<file path="src/design/length_prefixed_frame_receiver_defines.svh">
// Assertion macros for the frame receiver
`ifndef LENGTH_PREFIXED_FRAME_RECEIVER_DEFINES_SVH
`define LENGTH_PREFIXED_FRAME_RECEIVER_DEFINES_SVH

`ifndef SYNTHESIS
// Same-cycle implication, checked outside reset
`define LPFR_ASSERT_NOW(label, clk, rst_n, ante, cons) \
  label: assert property (@(posedge clk) disable iff (!(rst_n)) (ante) |-> (cons)) \
    else $error("lpfr: same-cycle check failed");
// Next-cycle implication, checked outside reset
`define LPFR_ASSERT_NEXT(label, clk, rst_n, ante, cons) \
  label: assert property (@(posedge clk) disable iff (!(rst_n)) (ante) |=> (cons)) \
    else $error("lpfr: next-cycle check failed");
`else
`define LPFR_ASSERT_NOW(label, clk, rst_n, ante, cons)
`define LPFR_ASSERT_NEXT(label, clk, rst_n, ante, cons)
`endif

`endif

</file>
<file path="src/design/lpfr_pkg.sv">
package lpfr_pkg;

  // Frame buffer geometry
  localparam int BufferBytes = 64;
  localparam int AddrW       = $clog2(BufferBytes);
  localparam int HeaderBytes = 3;
  localparam int MinLen      = 2;
  localparam int MaxLen      = BufferBytes - 2;

  // Field widths
  localparam int ByteW = 8;
  localparam int PosW  = 6;
  localparam int LenW  = 6;

  // Configuration port
  localparam int CfgIdxW  = 1;
  localparam int CfgDataW = 8;
  localparam logic [CfgIdxW-1:0] RegEnable    = 1'd0;
  localparam logic [CfgIdxW-1:0] RegStartByte = 1'd1;
  localparam logic [ByteW-1:0]   StartByteRst = 8'hAA;

endpackage

</file>
<file path="src/design/lpfr_if.sv">
// Received byte channel
interface lpfr_rx_if import lpfr_pkg::*; ();
  logic             valid;
  logic             ready;
  logic [ByteW-1:0] rx_value;

  modport source (output valid, output rx_value, input ready);
  modport sink   (input valid, input rx_value, output ready);
endinterface

// Verified frame byte channel
interface lpfr_res_if import lpfr_pkg::*; ();
  logic             valid;
  logic             ready;
  logic [ByteW-1:0] out_value;
  logic [PosW-1:0]  position;
  logic [LenW-1:0]  frame_length;
  logic             last;

  modport source (output valid, output out_value, output position, output frame_length,
                  output last, input ready);
  modport sink   (input valid, input out_value, input position, input frame_length,
                  input last, output ready);
endinterface

</file>
<file path="src/design/lpfr_ram.sv">
// Single-port-write, single-port-read RAM with registered read data
module lpfr_ram #(
  parameter int Width = 8,
  parameter int Depth = 64
) (
  input  logic                     clk_i,
  input  logic                     we_i,
  input  logic [$clog2(Depth)-1:0] waddr_i,
  input  logic [Width-1:0]         wdata_i,
  input  logic                     re_i,
  input  logic [$clog2(Depth)-1:0] raddr_i,
  output logic [Width-1:0]         rdata_o
);

  logic [Width-1:0] mem_q [Depth];

  always_ff @(posedge clk_i) begin
    if (we_i) begin
      mem_q[waddr_i] <= wdata_i;
    end
    if (re_i) begin
      rdata_o <= mem_q[raddr_i];
    end
  end

endmodule

</file>
<file path="src/design/length_prefixed_frame_receiver.sv">
// Length-prefixed frame receiver. Received bytes are accepted whenever no frame is read
// out: while enabled, the block hunts for the start byte, then takes length L (2..BufferBytes-2),
// the checksum, the type byte and the data bytes, and writes the payload into a frame
// buffer RAM. When L+2 bytes have arrived and the checksum equals the inverted 8-bit sum
// of type and data, the L-1 stored bytes are read back one at a time (RAM read, then
// output register load), and the receive side stays blocked until the last read is issued,
// which takes longer while results are held off; a bad frame emits nothing. Bytes taken
// while disabled are dropped.
`include "length_prefixed_frame_receiver_defines.svh"

module length_prefixed_frame_receiver import lpfr_pkg::*; (
  input  logic                clk_i,
  input  logic                rst_ni,
  input  logic                cfg_we_i,
  input  logic [CfgIdxW-1:0]  cfg_idx_i,
  input  logic [CfgDataW-1:0] cfg_data_i,
  lpfr_rx_if.sink             rx_i,
  lpfr_res_if.source          res_o
);

  typedef enum logic {S_RX, S_EMIT} state_e;

  state_e           state_q, state_d;
  logic             enable_q, enable_d;
  logic [ByteW-1:0] start_q, start_d;
  logic [AddrW-1:0] cnt_q, cnt_d;
  logic [AddrW-1:0] len_q, len_d;
  logic [ByteW-1:0] chk_q, chk_d;
  logic [ByteW-1:0] sum_q, sum_d;
  logic [AddrW-1:0] emit_idx_q, emit_idx_d;
  logic             rd_pend_q, rd_pend_d;
  logic [AddrW-1:0] rd_pos_q, rd_pos_d;
  logic             rd_last_q, rd_last_d;
  logic             out_valid_q, out_valid_d;
  logic [ByteW-1:0] out_data_q, out_data_d;
  logic [PosW-1:0]  out_pos_q, out_pos_d;
  logic [LenW-1:0]  out_len_q, out_len_d;
  logic             out_last_q, out_last_d;

  logic             in_fire, res_fire;
  logic [ByteW-1:0] rx_byte;
  logic [ByteW-1:0] sum_new;
  logic [AddrW:0]   cnt_inc;
  logic             frame_done;
  logic             ram_we, rd_en, rd_is_last;
  logic [AddrW-1:0] rd_addr;
  logic [ByteW-1:0] ram_rdata;

  assign rx_byte  = rx_i.rx_value;
  assign in_fire  = rx_i.valid && rx_i.ready;
  assign res_fire = out_valid_q && res_o.ready;

  assign rx_i.ready         = (state_q == S_RX);
  assign res_o.valid        = out_valid_q;
  assign res_o.out_value    = out_data_q;
  assign res_o.position     = out_pos_q;
  assign res_o.frame_length = out_len_q;
  assign res_o.last         = out_last_q;

  // Payload byte bookkeeping
  assign sum_new    = sum_q + rx_byte;
  assign cnt_inc    = {1'b0, cnt_q} + (AddrW+1)'(1);
  assign frame_done = (cnt_inc == ({1'b0, len_q} + (AddrW+1)'(2)));
  assign ram_we     = in_fire && enable_q && (cnt_q >= AddrW'(HeaderBytes));

  // Read-out addressing: one read in flight, issued only when the output register frees
  assign rd_en      = (state_q == S_EMIT) && !rd_pend_q && (!out_valid_q || res_fire);
  assign rd_addr    = emit_idx_q + AddrW'(HeaderBytes);
  assign rd_is_last = (emit_idx_q == (len_q - AddrW'(2)));

  lpfr_ram #(
    .Width (ByteW),
    .Depth (BufferBytes)
  ) u_frame_ram (
    .clk_i   (clk_i),
    .we_i    (ram_we),
    .waddr_i (cnt_q),
    .wdata_i (rx_byte),
    .re_i    (rd_en),
    .raddr_i (rd_addr),
    .rdata_o (ram_rdata)
  );

  // Next-state logic
  always_comb begin
    state_d     = state_q;
    enable_d    = enable_q;
    start_d     = start_q;
    cnt_d       = cnt_q;
    len_d       = len_q;
    chk_d       = chk_q;
    sum_d       = sum_q;
    emit_idx_d  = emit_idx_q;
    rd_pend_d   = 1'b0;
    rd_pos_d    = rd_pos_q;
    rd_last_d   = rd_last_q;
    out_valid_d = out_valid_q;
    out_data_d  = out_data_q;
    out_pos_d   = out_pos_q;
    out_len_d   = out_len_q;
    out_last_d  = out_last_q;

    // Register writes
    if (cfg_we_i) begin
      case (cfg_idx_i)
        RegEnable:    enable_d = cfg_data_i[0];
        RegStartByte: start_d  = cfg_data_i[ByteW-1:0];
        default: ;
      endcase
    end

    // Frame reception: drop bytes while disabled
    if (in_fire && enable_q) begin
      case (cnt_q)
        AddrW'(0): begin
          if (rx_byte == start_q) begin
            cnt_d = AddrW'(1);
          end
        end
        AddrW'(1): begin
          if (({1'b0, rx_byte} > (ByteW+1)'(MaxLen)) ||
              ({1'b0, rx_byte} < (ByteW+1)'(MinLen))) begin
            cnt_d = '0;
            len_d = '0;
          end else begin
            len_d = rx_byte[AddrW-1:0];
            cnt_d = AddrW'(2);
          end
        end
        AddrW'(2): begin
          chk_d = rx_byte;
          sum_d = '0;
          cnt_d = AddrW'(3);
        end
        default: begin
          sum_d = sum_new;
          cnt_d = cnt_inc[AddrW-1:0];
          if (frame_done) begin
            cnt_d = '0;
            if (~sum_new == chk_q) begin
              state_d    = S_EMIT;
              emit_idx_d = '0;
            end
          end
        end
      endcase
    end

    // Advance the read-out
    if (rd_en) begin
      rd_pend_d  = 1'b1;
      rd_pos_d   = emit_idx_q;
      rd_last_d  = rd_is_last;
      emit_idx_d = emit_idx_q + AddrW'(1);
      if (rd_is_last) begin
        state_d = S_RX;
      end
    end

    // Output register: load on returning read data, drop on transaction
    if (rd_pend_q) begin
      out_valid_d = 1'b1;
      out_data_d  = ram_rdata;
      out_pos_d   = PosW'(rd_pos_q);
      out_len_d   = LenW'(len_q);
      out_last_d  = rd_last_q;
    end else if (res_fire) begin
      out_valid_d = 1'b0;
    end
  end

  // State and registered outputs
  always_ff @(posedge clk_i or negedge rst_ni) begin
    if (!rst_ni) begin
      state_q     <= S_RX;
      enable_q    <= 1'b0;
      start_q     <= StartByteRst;
      cnt_q       <= '0;
      len_q       <= '0;
      chk_q       <= '0;
      sum_q       <= '0;
      emit_idx_q  <= '0;
      rd_pend_q   <= 1'b0;
      rd_pos_q    <= '0;
      rd_last_q   <= 1'b0;
      out_valid_q <= 1'b0;
      out_data_q  <= '0;
      out_pos_q   <= '0;
      out_len_q   <= '0;
      out_last_q  <= 1'b0;
    end else begin
      state_q     <= state_d;
      enable_q    <= enable_d;
      start_q     <= start_d;
      cnt_q       <= cnt_d;
      len_q       <= len_d;
      chk_q       <= chk_d;
      sum_q       <= sum_d;
      emit_idx_q  <= emit_idx_d;
      rd_pend_q   <= rd_pend_d;
      rd_pos_q    <= rd_pos_d;
      rd_last_q   <= rd_last_d;
      out_valid_q <= out_valid_d;
      out_data_q  <= out_data_d;
      out_pos_q   <= out_pos_d;
      out_len_q   <= out_len_d;
      out_last_q  <= out_last_d;
    end
  end

  // Returning read data always finds the output register free
  `LPFR_ASSERT_NOW(a_rd_slot_free, clk_i, rst_ni, rd_pend_q, !out_valid_q)
  // Emitted positions stay inside the type-and-data bytes
  `LPFR_ASSERT_NOW(a_pos_range, clk_i, rst_ni, out_valid_q,
                   ({1'b0, out_pos_q} + (PosW+1)'(1)) < {1'b0, out_len_q})
  // An issued read is marked pending in the next cycle, as its data returns from the RAM
  `LPFR_ASSERT_NEXT(a_rd_lands, clk_i, rst_ni, rd_en, rd_pend_q)
  // No byte is written to the frame buffer during read-out
  `LPFR_ASSERT_NOW(a_no_wr_in_emit, clk_i, rst_ni, state_q == S_EMIT, !ram_we)

endmodule

</file>
<file path="src/flat_wrapper.sv">
// flat-port wrapper written by rule: the top's interface ports become plain ports
module length_prefixed_frame_receiver_flat import lpfr_pkg::*;
  (clk_i, rst_ni, cfg_we_i, cfg_idx_i, cfg_data_i, rx_i_valid, rx_i_rx_value, rx_i_ready, res_o_valid, res_o_out_value, res_o_position, res_o_frame_length, res_o_last, res_o_ready);
  lpfr_rx_if rx_i_i ();
  lpfr_res_if res_o_i ();
  input  logic clk_i;
  input  logic rst_ni;
  input  logic cfg_we_i;
  input  logic [CfgIdxW-1:0] cfg_idx_i;
  input  logic [CfgDataW-1:0] cfg_data_i;
  input wire logic [$bits(rx_i_i.valid)-1:0] rx_i_valid;
  input wire logic [$bits(rx_i_i.rx_value)-1:0] rx_i_rx_value;
  output wire logic [$bits(rx_i_i.ready)-1:0] rx_i_ready;
  output wire logic [$bits(res_o_i.valid)-1:0] res_o_valid;
  output wire logic [$bits(res_o_i.out_value)-1:0] res_o_out_value;
  output wire logic [$bits(res_o_i.position)-1:0] res_o_position;
  output wire logic [$bits(res_o_i.frame_length)-1:0] res_o_frame_length;
  output wire logic [$bits(res_o_i.last)-1:0] res_o_last;
  input wire logic [$bits(res_o_i.ready)-1:0] res_o_ready;
  assign rx_i_i.valid = rx_i_valid;
  assign rx_i_i.rx_value = rx_i_rx_value;
  assign rx_i_ready = rx_i_i.ready;
  assign res_o_valid = res_o_i.valid;
  assign res_o_out_value = res_o_i.out_value;
  assign res_o_position = res_o_i.position;
  assign res_o_frame_length = res_o_i.frame_length;
  assign res_o_last = res_o_i.last;
  assign res_o_i.ready = res_o_ready;
  length_prefixed_frame_receiver u_core (.clk_i(clk_i), .rst_ni(rst_ni), .cfg_we_i(cfg_we_i), .cfg_idx_i(cfg_idx_i), .cfg_data_i(cfg_data_i), .rx_i(rx_i_i), .res_o(res_o_i));
endmodule
</file>
<file path="config.mk">
export PLATFORM = sky130hd
export DESIGN_NAME = length_prefixed_frame_receiver_flat
export DESIGN_NICKNAME = d
export VERILOG_FILES = /design/src/design/lpfr_pkg.sv /design/src/design/lpfr_if.sv /design/src/design/lpfr_ram.sv /design/src/design/length_prefixed_frame_receiver.sv /design/src/flat_wrapper.sv
export VERILOG_INCLUDE_DIRS = /design/src /design/src/design
export SDC_FILE = /design/constraint.sdc
export NUM_CORES = 1
export LEC_CHECK = 0
export BUFFER_PORTS_ARGS = -buffer_cell sky130_fd_sc_hd__buf_2
export CAP_MARGIN = 10
export CORE_MARGIN = 2
export CORE_UTILIZATION = 40
export DETAILED_ROUTE_END_ITERATION = 7
export MAX_ROUTING_LAYER = met4
export PLACE_DENSITY_LB_ADDON = 0.2
export SYNTH_ARGS = -nofsm -noshare
export SYNTH_HDL_FRONTEND = slang
export SYNTH_HIERARCHICAL = 1
export SYNTH_SLANG_ARGS = --single-unit
</file>
<file path="constraint.sdc">
create_clock -name clk_i -period 3.2 [get_ports clk_i]
set_input_delay 0.64 -clock clk_i [delete_from_list [all_inputs] [get_ports clk_i]]
set_output_delay 0.64 -clock clk_i [all_outputs]
set_load 0.02 [all_outputs]
</file>
## Word level (Yosys, flattened, before mapping)

Memories as Yosys holds them, arrays and structs flattened. A register that Yosys moved wholly into a read port is not among the register bits.
Index checks and enable logic that the tools add are counted.

| operators by class | value |
|---|---|
| add/subtract/negate cells | 6 |
| multipliers | 0 |
| divide/modulo/power cells | 0 |
| $lt $le $gt $ge | 3 |
| equal/unequal tests | 8 |
| shift-type cells | 0 |
| muxes and demuxes | 22 |
| bitwise operators | 4 |
| reductions and logical operators | 24 |

Operator list:

| kind | count |
|---|---|
| $mux 6 | 8 |
| $pmux 6 s3 | 1 |
| $eq 8x8->1 | 2 |
| $pmux 8 s2 | 1 |
| $reduce_and 2->1 | 6 |
| $mux 1 | 11 |
| $add 8x8->8 | 1 |
| $gt 8x6->1 const B | 1 |
| $lt 8x2->1 const B | 1 |
| $not 8->8 | 1 |
| $reduce_bool 2->1 | 4 |
| $add 6x1->7 const B | 1 |
| $add 6x2->7 const B | 1 |
| $eq 7x7->1 | 1 |
| $add 6x1->6 const B | 1 |
| $add 6x2->6 const B | 1 |
| $eq 6x1->1 const B | 1 |
| $eq 6x2->1 const B | 1 |
| $eq 6x6->1 | 1 |
| $ge 6x2->1 const B | 1 |
| $logic_and 1x1->1 | 6 |
| $logic_not 6->1 | 1 |
| $sub 6x2->6 const B | 1 |
| $ne 2x1->1 const B | 2 |
| 7 further kinds | 11 |

| word-level totals | value |
|---|---|
| flip-flop bits (word level) | 74 |
| latch bits | 0 |
| RAM bits | 512 |
| ROM bits | 0 |
| input bits | 22 |
| output and inout port bits | 23 |
| word-level logic and storage cells | 84 |
| memories kept | 1 |

Memories:

| name | depth | width | rd ports | clocked after Yosys merged registers in | write ports | RTL line | RTL |
|---|---|---|---|---|---|---|---|
| u_core.u_frame_ram.mem_q | 64 | 8 | 1 | 1 | 1 | lpfr_ram.sv:15 | `logic [Width-1:0] mem_q [Depth];` |

## Logic depth before layout (Yosys ltp)

Gate-level depths: netlist of the first run.

| depth | value |
|---|---|
| depth after elaboration | 9 |
| gate-level depth with buffers | 12 |
| depth with buffers taken out | 9 |

## Modules after synthesis

The synthesis of the first run kept the hierarchy.

By module, submodules not included:

| module | instances | cells an instance | area an instance (um2) | sequential area each (um2) |
|---|---|---|---|---|
| lpfr_ram | 1 | 940 | 20246.9 | 15615.0 |
| length_prefixed_frame_receiver | 1 | 378 | 3983.8 | 1856.8 |

## Least setup slack after synthesis of the first run

No wires, ideal clock.

| timing | value |
|---|---|
| kind | input to register |
| start point | input rx_i_rx_value[0] |
| end point | register u_core.emit_idx_q[2] |
| setup time | 0.126 ns |
| arrival | 3.088 ns |
| required time | 3.074 ns |
| setup slack | -0.014 ns |
| cell stages on the path | 10 |
| buffers on the path | 1 |
| path through | ha_1 > fa_1 > and3_1 > o21a_1 > a211oi_1 > xnor2_1 > nand4_1 > or4_1 > buf_2 > a311o_1 |

| on the way | value |
|---|---|
| word-level cells in the longest chain between the ends | 5 |

Ends and longest elaborated chain:

| element | RTL line | RTL |
|---|---|---|
| start, declared | flat_wrapper.sv:12 | `input wire logic [$bits(rx_i_i.rx_value)-1:0] rx_i_rx_value;` |
| $add 8x8->8 | length_prefixed_frame_receiver.sv:61 | `assign sum_new = sum_q + rx_byte;` |
| $not 8->8 | length_prefixed_frame_receiver.sv:140 | `if (~sum_new == chk_q) begin` |
| $eq 8x8->1 | length_prefixed_frame_receiver.sv:140 |  |
| $reduce_bool 2->1 (no source line) | -- |  |
| $reduce_and 4->1 (no source line) | -- |  |
| end signal, assigned | length_prefixed_frame_receiver.sv:199 | `emit_idx_q <= emit_idx_d;` |
| end, declared | length_prefixed_frame_receiver.sv:30 | `logic [AddrW-1:0] emit_idx_q, emit_idx_d;` |

Every way passes these cells.
A chain may end at the register's enable or synchronous reset.

## Final worst setup path of the first run

| timing | value |
|---|---|
| start point | register u_core.emit_idx_q[0] |
| end point | register u_core.u_frame_ram.rdata_o[5] (read register of u_core.u_frame_ram.mem_q) (data pin) |

| on the way | value |
|---|---|
| word-level cells in the longest chain between the ends | 1 |

Ends and longest elaborated chain:

| element | RTL line | RTL |
|---|---|---|
| $add 6x2->6 | length_prefixed_frame_receiver.sv:68 | `assign rd_addr = emit_idx_q + AddrW'(HeaderBytes);` |
| net u_core.rd_addr[0] | length_prefixed_frame_receiver.sv:46 | `logic [AddrW-1:0] rd_addr;` |
| end, declared | lpfr_ram.sv:12 | `output logic [Width-1:0] rdata_o` |

The timed path passes the listed nets, and every way through them passes these cells.

==> results of run 1 <==
## flip-flops by register name, summed over array words and instances, names as in the netlist, 6 cells and up
name and cells:
u_core/start_q 8, u_core/res_o.frame_length 6, u_core/u_frame_ram/mem_q 512, u_core/rd_pos_q 6, u_core/res_o.out_value 8, u_core/emit_idx_q 6, u_core/chk_q 8, u_core/res_o.position 6
u_core/cnt_q 6, u_core/len_q 6, u_core/u_frame_ram/rdata_o 8, u_core/sum_q 8
## per-stage QoR
step	worst slack, ns	util [%]	setup TNS [ns]	cell area [sq um]
after floorplan	0.0509	-	0	24200
after global placement	-0.267	43.8	-0.994	26300
after detailed placement	-0.321	43.8	-1.26	26300
after CTS	0.0339	47.1	0	28300
after global routing	0.00433	47.2	0	28400
final	0.167	47.2	0	28400
## cell type report
| cell class | instances | area (sq um) | share of cell area, % |
|---|---|---|---|
| clock inverters | 32 | 317 | 1.12 |
| flip-flops and latches | 594 | 17500 | 61.6 |
| repair buffers | 194 | 1470 | 5.20 |
| well taps | 782 | 978 | 3.45 |
| inverters | 13 | 58.8 | 0.207 |
| clock buffers | 78 | 1690 | 5.95 |
| multi-input cells | 643 | 6370 | 22.5 |
## power by group through the flow
stage / Clock [mW] / Combinational [mW] / Sequential (mW)
6_report: 7.10 / 8.33 / 8.90
5_1_grt: 7.56 / 8.86 / 8.92
4_1_cts: 7.26 / 8.46 / 8.90
3_5_place_dp: 0 / 8.45 / 9.06
3_3_place_gp: 0 / 8.37 / 9.06
2_1_floorplan: 0 / 5.25 / 9.09
## cell families after synthesis
family / count (synthesis) / share of synthesized area [%]
flops: 594 / 72.1
simple gates: 263 / 5.01
xor+xnor: 48 / 1.73
compound gates: 116 / 3.46
mux: 200 / 15.0
buf+inv: 81 / 1.80
fa+ha+maj: 16 / 0.857
## metal layers
| metal | vias up | wire (microns) |
|---|---|---|
| li1 | 5629 | - |
| met1 | 6691 | 25300 |
| met2 | 294 | 27200 |
| met3 | 103 | 2800 |
| met4 | 0 | 1800 |
| met5 | - | 0 |
## what timing repair did
action | in CTS | in global routing
hold endpoints to repair | 0 | 0
resized for setup | 0 | 3
endpoints found under the setup margin | 0 | 4
## worst paths after layout
path	from	to	slack, ns	depth (start not counted)
worst max-delay path	u_core/emit_idx_q[0]	u_core/u_frame_ram/rdata_o[5]	0.17	10
worst min-delay path	rst_ni	u_core/res_o.out_value[1]	0.18	1
worst max register to register	u_core/emit_idx_q[0]	u_core/u_frame_ram/rdata_o[5]	0.17	10
worst min register to register	u_core/rd_pos_q[5]	u_core/rd_pos_q[5]	0.49	2
max in group asynchronous	rst_ni	u_core/cnt_q[4]	2.42	1
min in group clk_i	cfg_data_i[3]	u_core/start_q[3]	0.25	2
## layout by cell type, fill, tap and decap left out, types with 5 or more instances in the layout
| master | synthesis | layout |
|---|---|---|
| nand2_1 | 67 | 67 |
| buf_4 | 13 | 141 |
| a31oi_1 | 6 | 6 |
| mux2i_1 | 23 | 23 |
| ha_1 | 15 | 15 |
| clkinv_1 | 1 | 8 |
| bufinv_16 | 0 | 6 |
| buf_2 | 17 | 43 |
| mux4_2 | 126 | 126 |
| edfxtp_1 | 520 | 520 |
| dfrtp_1 | 70 | 70 |
| o21ai_0 | 22 | 22 |
| buf_12 | 2 | 10 |
| nor2_1 | 98 | 98 |
| xor2_1 | 22 | 21 |
| o22ai_1 | 10 | 10 |
| nand3_1 | 26 | 26 |
| clkbuf_8 | 0 | 5 |
| xnor2_1 | 26 | 24 |
| inv_1 | 12 | 10 |
| nor4_1 | 5 | 5 |
| mux2_2 | 51 | 51 |
| clkinv_2 | 0 | 14 |
| nand4_1 | 5 | 5 |
| clkbuf_16 | 0 | 63 |
| o2bb2ai_1 | 5 | 5 |
| a21oi_1 | 12 | 12 |
| nand2b_1 | 9 | 9 |
| a221oi_1 | 6 | 6 |
| nor2b_1 | 15 | 15 |
| clkbuf_1 | 26 | 9 |
| o221ai_1 | 8 | 8 |
| nor3_1 | 13 | 13 |
==> flow_metrics.py, run 1 <==
metrics = {
    "power_and_ir_drop": {
        "comb_power_share_pct": 34.2,
        "cellPowerDensity_mw_per_mm2": 858,
        "pwr-share-seq_pct": 36.6,
        "p_leak_nw": 9.80,
        "clockPowerShare_pct": 29.2,
        "total_power_mw": 24.3,
        "p_switching_mw": 7.54,
        "ir_drop_v": 0.000798,
        "p_int_mw": 16.8,
        "swShare_pct": 31.0,
    },
    "place": {
        "routabilityCongestion": 0.834,
        "dpl.cell_count": 2226,
        "hpwl_microns": 36000,
        "port-buffer-count": 44,
    },
    "setup_path": {
        "cp_slowest_cell": "a2111oi_1",
        "path_cells": "inv_8, ha_1, inv_4, buf_12, mux4_2, nor2b_1, a2111oi_1, buf_4, o41ai_1, buf_4",
        "path_class": "flop to flop",
        "crit_buf_inv": 5,
        "arrival_ns": 3.41,
        "endpoint_kind": "flop",
        "start_kind": "flop",
        "cp.required_ns": 3.57,
        "crit_family": "buffers and inverters",
        "critPathMaxFanout": 32,
        "cpMostUsedCell": "buf_4",
        "cpPeakStageDelay_ns": 0.54,
    },
    "yosys": {
        "ys_async_sr_fraction_pct": 12.5,
        "synth_area_sq_mm": 0.0242,
        "synthTopCellsByArea": "edfxtp_1, mux4_2, dfrtp_1",
        "syn_inst": 1318,
        "yosysSeqAreaShare_pct": 72.1,
        "synth_commonest_cells": "edfxtp_1, mux4_2, nor2_1, dfrtp_1, nand2_1",
        "synth-edff-count": 520,
        "yosys.cell_count.top_type": "edfxtp_1",
        "yosys_most_used_dff": "edfxtp_1",
        "synth_nets": 1356,
        "synth_seq_cells": 594,
        "yosysUniqueCellTypes": 66,
        "syn_avg_cell_area_sq_um": 18.4,
        "synth_top_cell_by_area": "edfxtp_1",
        "yosys_warnings": 6,
        "synth_top_cell_area_share_pct": 64.4,
    },
    "clocking": {
        "numCtsBuffers": 59,
        "root_buffer": "clkbuf_16",
        "cts.clk_slew.worst_paths_ns": 0.06,
        "cts_sinks": 594,
        "hold_buffers": 0,
        "cts_buffer_depth": 3,
        "cts_tree": "yes",
        "clock_latency_ns": 0.62,
        "post_cts_buffers": 0,
        "htree_levels": 2,
    },
    "timing": {
        "slew_headroom_pct": 36.8,
        "post-route-period-util_pct": 94.8,
        "slew_violations": 0,
        "setup_viol": 0,
        "rsz0062_at_grt": "no",
        "worst_pin_slew_ns": 0.947,
        "hold_viol_final": 0,
        "fin_skew_ns": 0.0230,
        "holdWs_ns": 0.181,
        "period_needed_ns": 3.03,
        "fmax_mhz": 330,
    },
    "global_route": {
        "track_usage_pct": 19.0,
        "met3_usage_pct": 3.02,
        "grt.busiest_layer": "met2",
        "grt_pass1_vias": 13000,
        "gr-usage-met1_pct": 26.2,
        "grtUsageMet2_pct": 29.2,
        "gr-total-overflow": 0,
        "antenna_found_initial": 2,
        "grt_pass1_wl_microns": 85300,
        "grt_start_max_net_pins": 75,
    },
    "routing": {
        "firstDrtPassIters": 4,
        "routed_wl_microns": 57100,
        "drc": 0,
        "drt_iter0_markers": 1111,
        "num_vias": 12700,
        "drt-vias-per-instance": 5.44,
        "antenna_left": 0,
        "wl_per_cell_microns": 24.4,
    },
    "floorplanning": {
        "rows": 90,
        "die_y_microns": 250,
        "coreArea_sq_mm": 0.0601,
        "dieArea_sq_mm": 0.0626,
        "die_w_microns": 250,
        "io_pins": 45,
        "start_util_pct": 40.3,
    },
    "cells_and_area": {
        "area_growth_pct": 17.0,
        "drive_gt1_share_pct": 31.3,
        "fill_cells": 5069,
        "insertedDiodeCount": 0,
        "nNetsFinal": 1543,
        "final_cells": 2336,
    },
    "flow_run": {
        "maxCapViolations": 0,
    },
    "outcome": {
        "outcome": "complete, no violations",
    },
    "hold_path": {
        "hold_path_class": "primary input to async pin",
    },
}
No activity file was read; power rests on OpenSTA's default activity.
==> run 2: changes to the inputs <==
Settings changed: SETUP_SLACK_MARGIN set to 0.2.
==> run 2 against run 1 <==
  * Die area stayed put
  * Highest routed layer unchanged
  * Register-to-register slack better by 0.05 ns
  * Final cell count is 1.4% lower
  * Via count is 0.94% lower
  * Total power is 0.91% higher
  * Wire length is 0.39% lower
  * Global-route usage hardly changed
==> flow_metrics.py, run 2 (synthesis gave the netlist of run 1 again) <==
metrics = {
    "power_and_ir_drop": {
        "cellPowerDensity_mw_per_mm2": 870,
        "total_power_mw": 24.5,
        "ir_drop_v": 0.000639,
        "p_leak_nw": 9.60,
    },
    "setup_path": {
        "reg2reg_setup_slack_ns": 0.22,
        "crit_buf_inv": 3,
        "endpoint_kind": "flop",
        "cp_slowest_cell": "nor2_1",
        "crit_path_start": "u_core/cnt_q[0]",
        "start_kind": "flop",
        "path_class": "flop to flop",
        "crit_family": "simple AND/OR/NAND/NOR gates",
        "critPathMaxFanout": 8,
        "cpPeakStageDelay_ns": 0.68,
        "path_depth": 8,
        "cpMostUsedCell": "buf_4",
        "endpoint": "u_core/u_frame_ram/mem_q[2][7]",
        "r2r-start": "u_core/cnt_q[0]",
        "worst_r2r_path_depth": 8,
        "r2r-end": "u_core/u_frame_ram/mem_q[2][7]",
        "cp.required_ns": 3.46,
        "path_cells": "ha_1, inv_1, a21oi_1, buf_4, nor2b_1, nand2_1, buf_4, nor2_1",
        "arrival_ns": 3.24,
    },
    "timing": {
        "hold_viol_final": 0,
        "slew_headroom_pct": 35.8,
        "fin_skew_ns": 0.0195,
        "slew_violations": 0,
        "period_needed_ns": 2.98,
        "fmax_mhz": 335,
        "setup_viol": 0,
        "rsz0062_at_grt": "yes",
        "worst_pin_slew_ns": 0.960,
        "post-route-period-util_pct": 93.2,
        "worst_slack_ns": 0.217,
    },
    "place": {
        "place_area_sq_mm": 0.0262,
        "routabilityCongestion": 0.793,
        "dp_slack_ns": -0.105,
        "port-buffer-count": 44,
        "hpwl_microns": 36600,
    },
    "clocking": {
        "root_buffer": "clkbuf_16",
        "cts_tree": "yes",
        "hold_buffers": 0,
        "cts.clk_slew.worst_paths_ns": 0.06,
        "numCtsBuffers": 60,
        "post_cts_buffers": 0,
        "clock_latency_ns": 0.63,
        "htree_levels": 2,
        "cts_buffer_depth": 3,
        "cts_sinks": 594,
    },
    "routing": {
        "num_vias": 12600,
        "drt-vias-per-instance": 5.47,
        "drt_iter0_markers": 1047,
        "wl_per_cell_microns": 24.7,
        "antenna_left": 0,
        "firstDrtPassIters": 5,
        "drc": 0,
        "routed_wl_microns": 56900,
    },
    "global_route": {
        "grt_pass1_vias": 12700,
        "grt_start_max_net_pins": 75,
        "gr-total-overflow": 0,
        "antenna_found_initial": 1,
        "track_usage_pct": 19.0,
        "grt_pass1_wl_microns": 85500,
    },
    "cells_and_area": {
        "area_growth_pct": 16.5,
        "nNetsFinal": 1508,
        "insertedDiodeCount": 0,
        "fin_area_sq_mm": 0.0282,
        "regMostFlops": "u_core/u_frame_ram/mem_q",
        "fill_cells": 5135,
        "layout_common_cells": "edfxtp_1, mux4_2, buf_4",
        "drive_gt1_share_pct": 30.7,
        "layout_commonest_cell": "edfxtp_1",
        "largest_reg_flops": 512,
    },
    "floorplanning": {
        "die_y_microns": 250,
        "die_w_microns": 250,
        "start_util_pct": 40.3,
        "dieArea_sq_mm": 0.0626,
        "rows": 90,
        "io_pins": 45,
        "coreArea_sq_mm": 0.0601,
    },
    "hold_path": {
        "hold_path_class": "primary input to async pin",
    },
    "flow_run": {
        "maxCapViolations": 0,
    },
    "outcome": {
        "outcome": "complete, no violations",
    },
}
==> run 2: changes by cell type in the layout (fill, tap and decap cells not counted), sizes merged <==
cell / delta
inv: +3
clkinv: +3
buf: -36
clkinvlp: +1
bufinv: +1
clkbuf: -4
==> run 2: metrics by stage <==
stage          hold WS (ns)  util [%]  cells  TNS (ns)
2_1_floorplan         0.344         -   1318         0
3_3_place_gp          0.476      43.5   2190    -0.185
3_5_place_dp          0.469      43.5   2190    -0.199
4_1_cts               0.190      46.8   2304         0
5_1_grt               0.222      46.9   2304         0
6_report              0.186      46.9   2304         0
==> run 2: worst min path at each step <==
| stage | startpoint | end | slack [ns] |
|---|---|---|---|
| 2_1_floorplan | rst_ni | u_core/chk_q[0] | 0.34 |
| 3_3_place_gp | u_core/rd_pos_q[5] | u_core/rd_pos_q[5] | 0.48 |
| 3_5_place_dp | u_core/rd_pos_q[5] | u_core/rd_pos_q[5] | 0.47 |
| 4_1_cts | rst_ni | u_core/res_o.position[4] | 0.19 |
| 5_1_grt | cfg_data_i[4] | u_core/start_q[4] | 0.22 |
| 6_report | rst_ni | u_core/res_o.position[3] | 0.19 |
==> run 2: worst register-to-register path, cell delays in order (launching register included) <==
cell     delay [ns]
dfrtp_1        0.44
ha_1           0.31
inv_1          0.07
a21oi_1        0.28
buf_4          0.17
nor2b_1        0.26
nand2_1        0.20
buf_4          0.21
nor2_1         0.68
==> run 2: layout make-up <==
class | instances | area, sq um | share of cell area [%]
flip-flops and latches | 594 | 17500 | 61.9
repair buffers | 158 | 1260 | 4.48
clock buffers | 74 | 1600 | 5.65
well taps | 782 | 978 | 3.47
clock inverters | 40 | 407 | 1.44
inverters | 13 | 58.8 | 0.208
multi-input cells | 643 | 6450 | 22.9
==> run 2: report_power, final <==
part | internal, mW | total [mW] | switching (mW)
registers | 8.74 | 8.91 | 0.174
clock network | 4.12 | 7.07 | 2.96
logic | 4.11 | 8.57 | 4.46
total | 17.0 | 24.5 | 7.59
==> run 2: timing repair <==
action,in CTS,in global routing
gates cloned,0,0
pin swaps,0,2
resized for setup,4,18
endpoints found under the setup margin,19,109
==> run 2: routing by layer <==
layer  GRT usage (%)  routed length [microns]  vias up
li1                -                        -     5570
met5               -                        0        -
met2            29.1                    27200      307
met1            27.0                    25900     6634
met4            4.91                     1260        0
met3            2.68                     2570       87
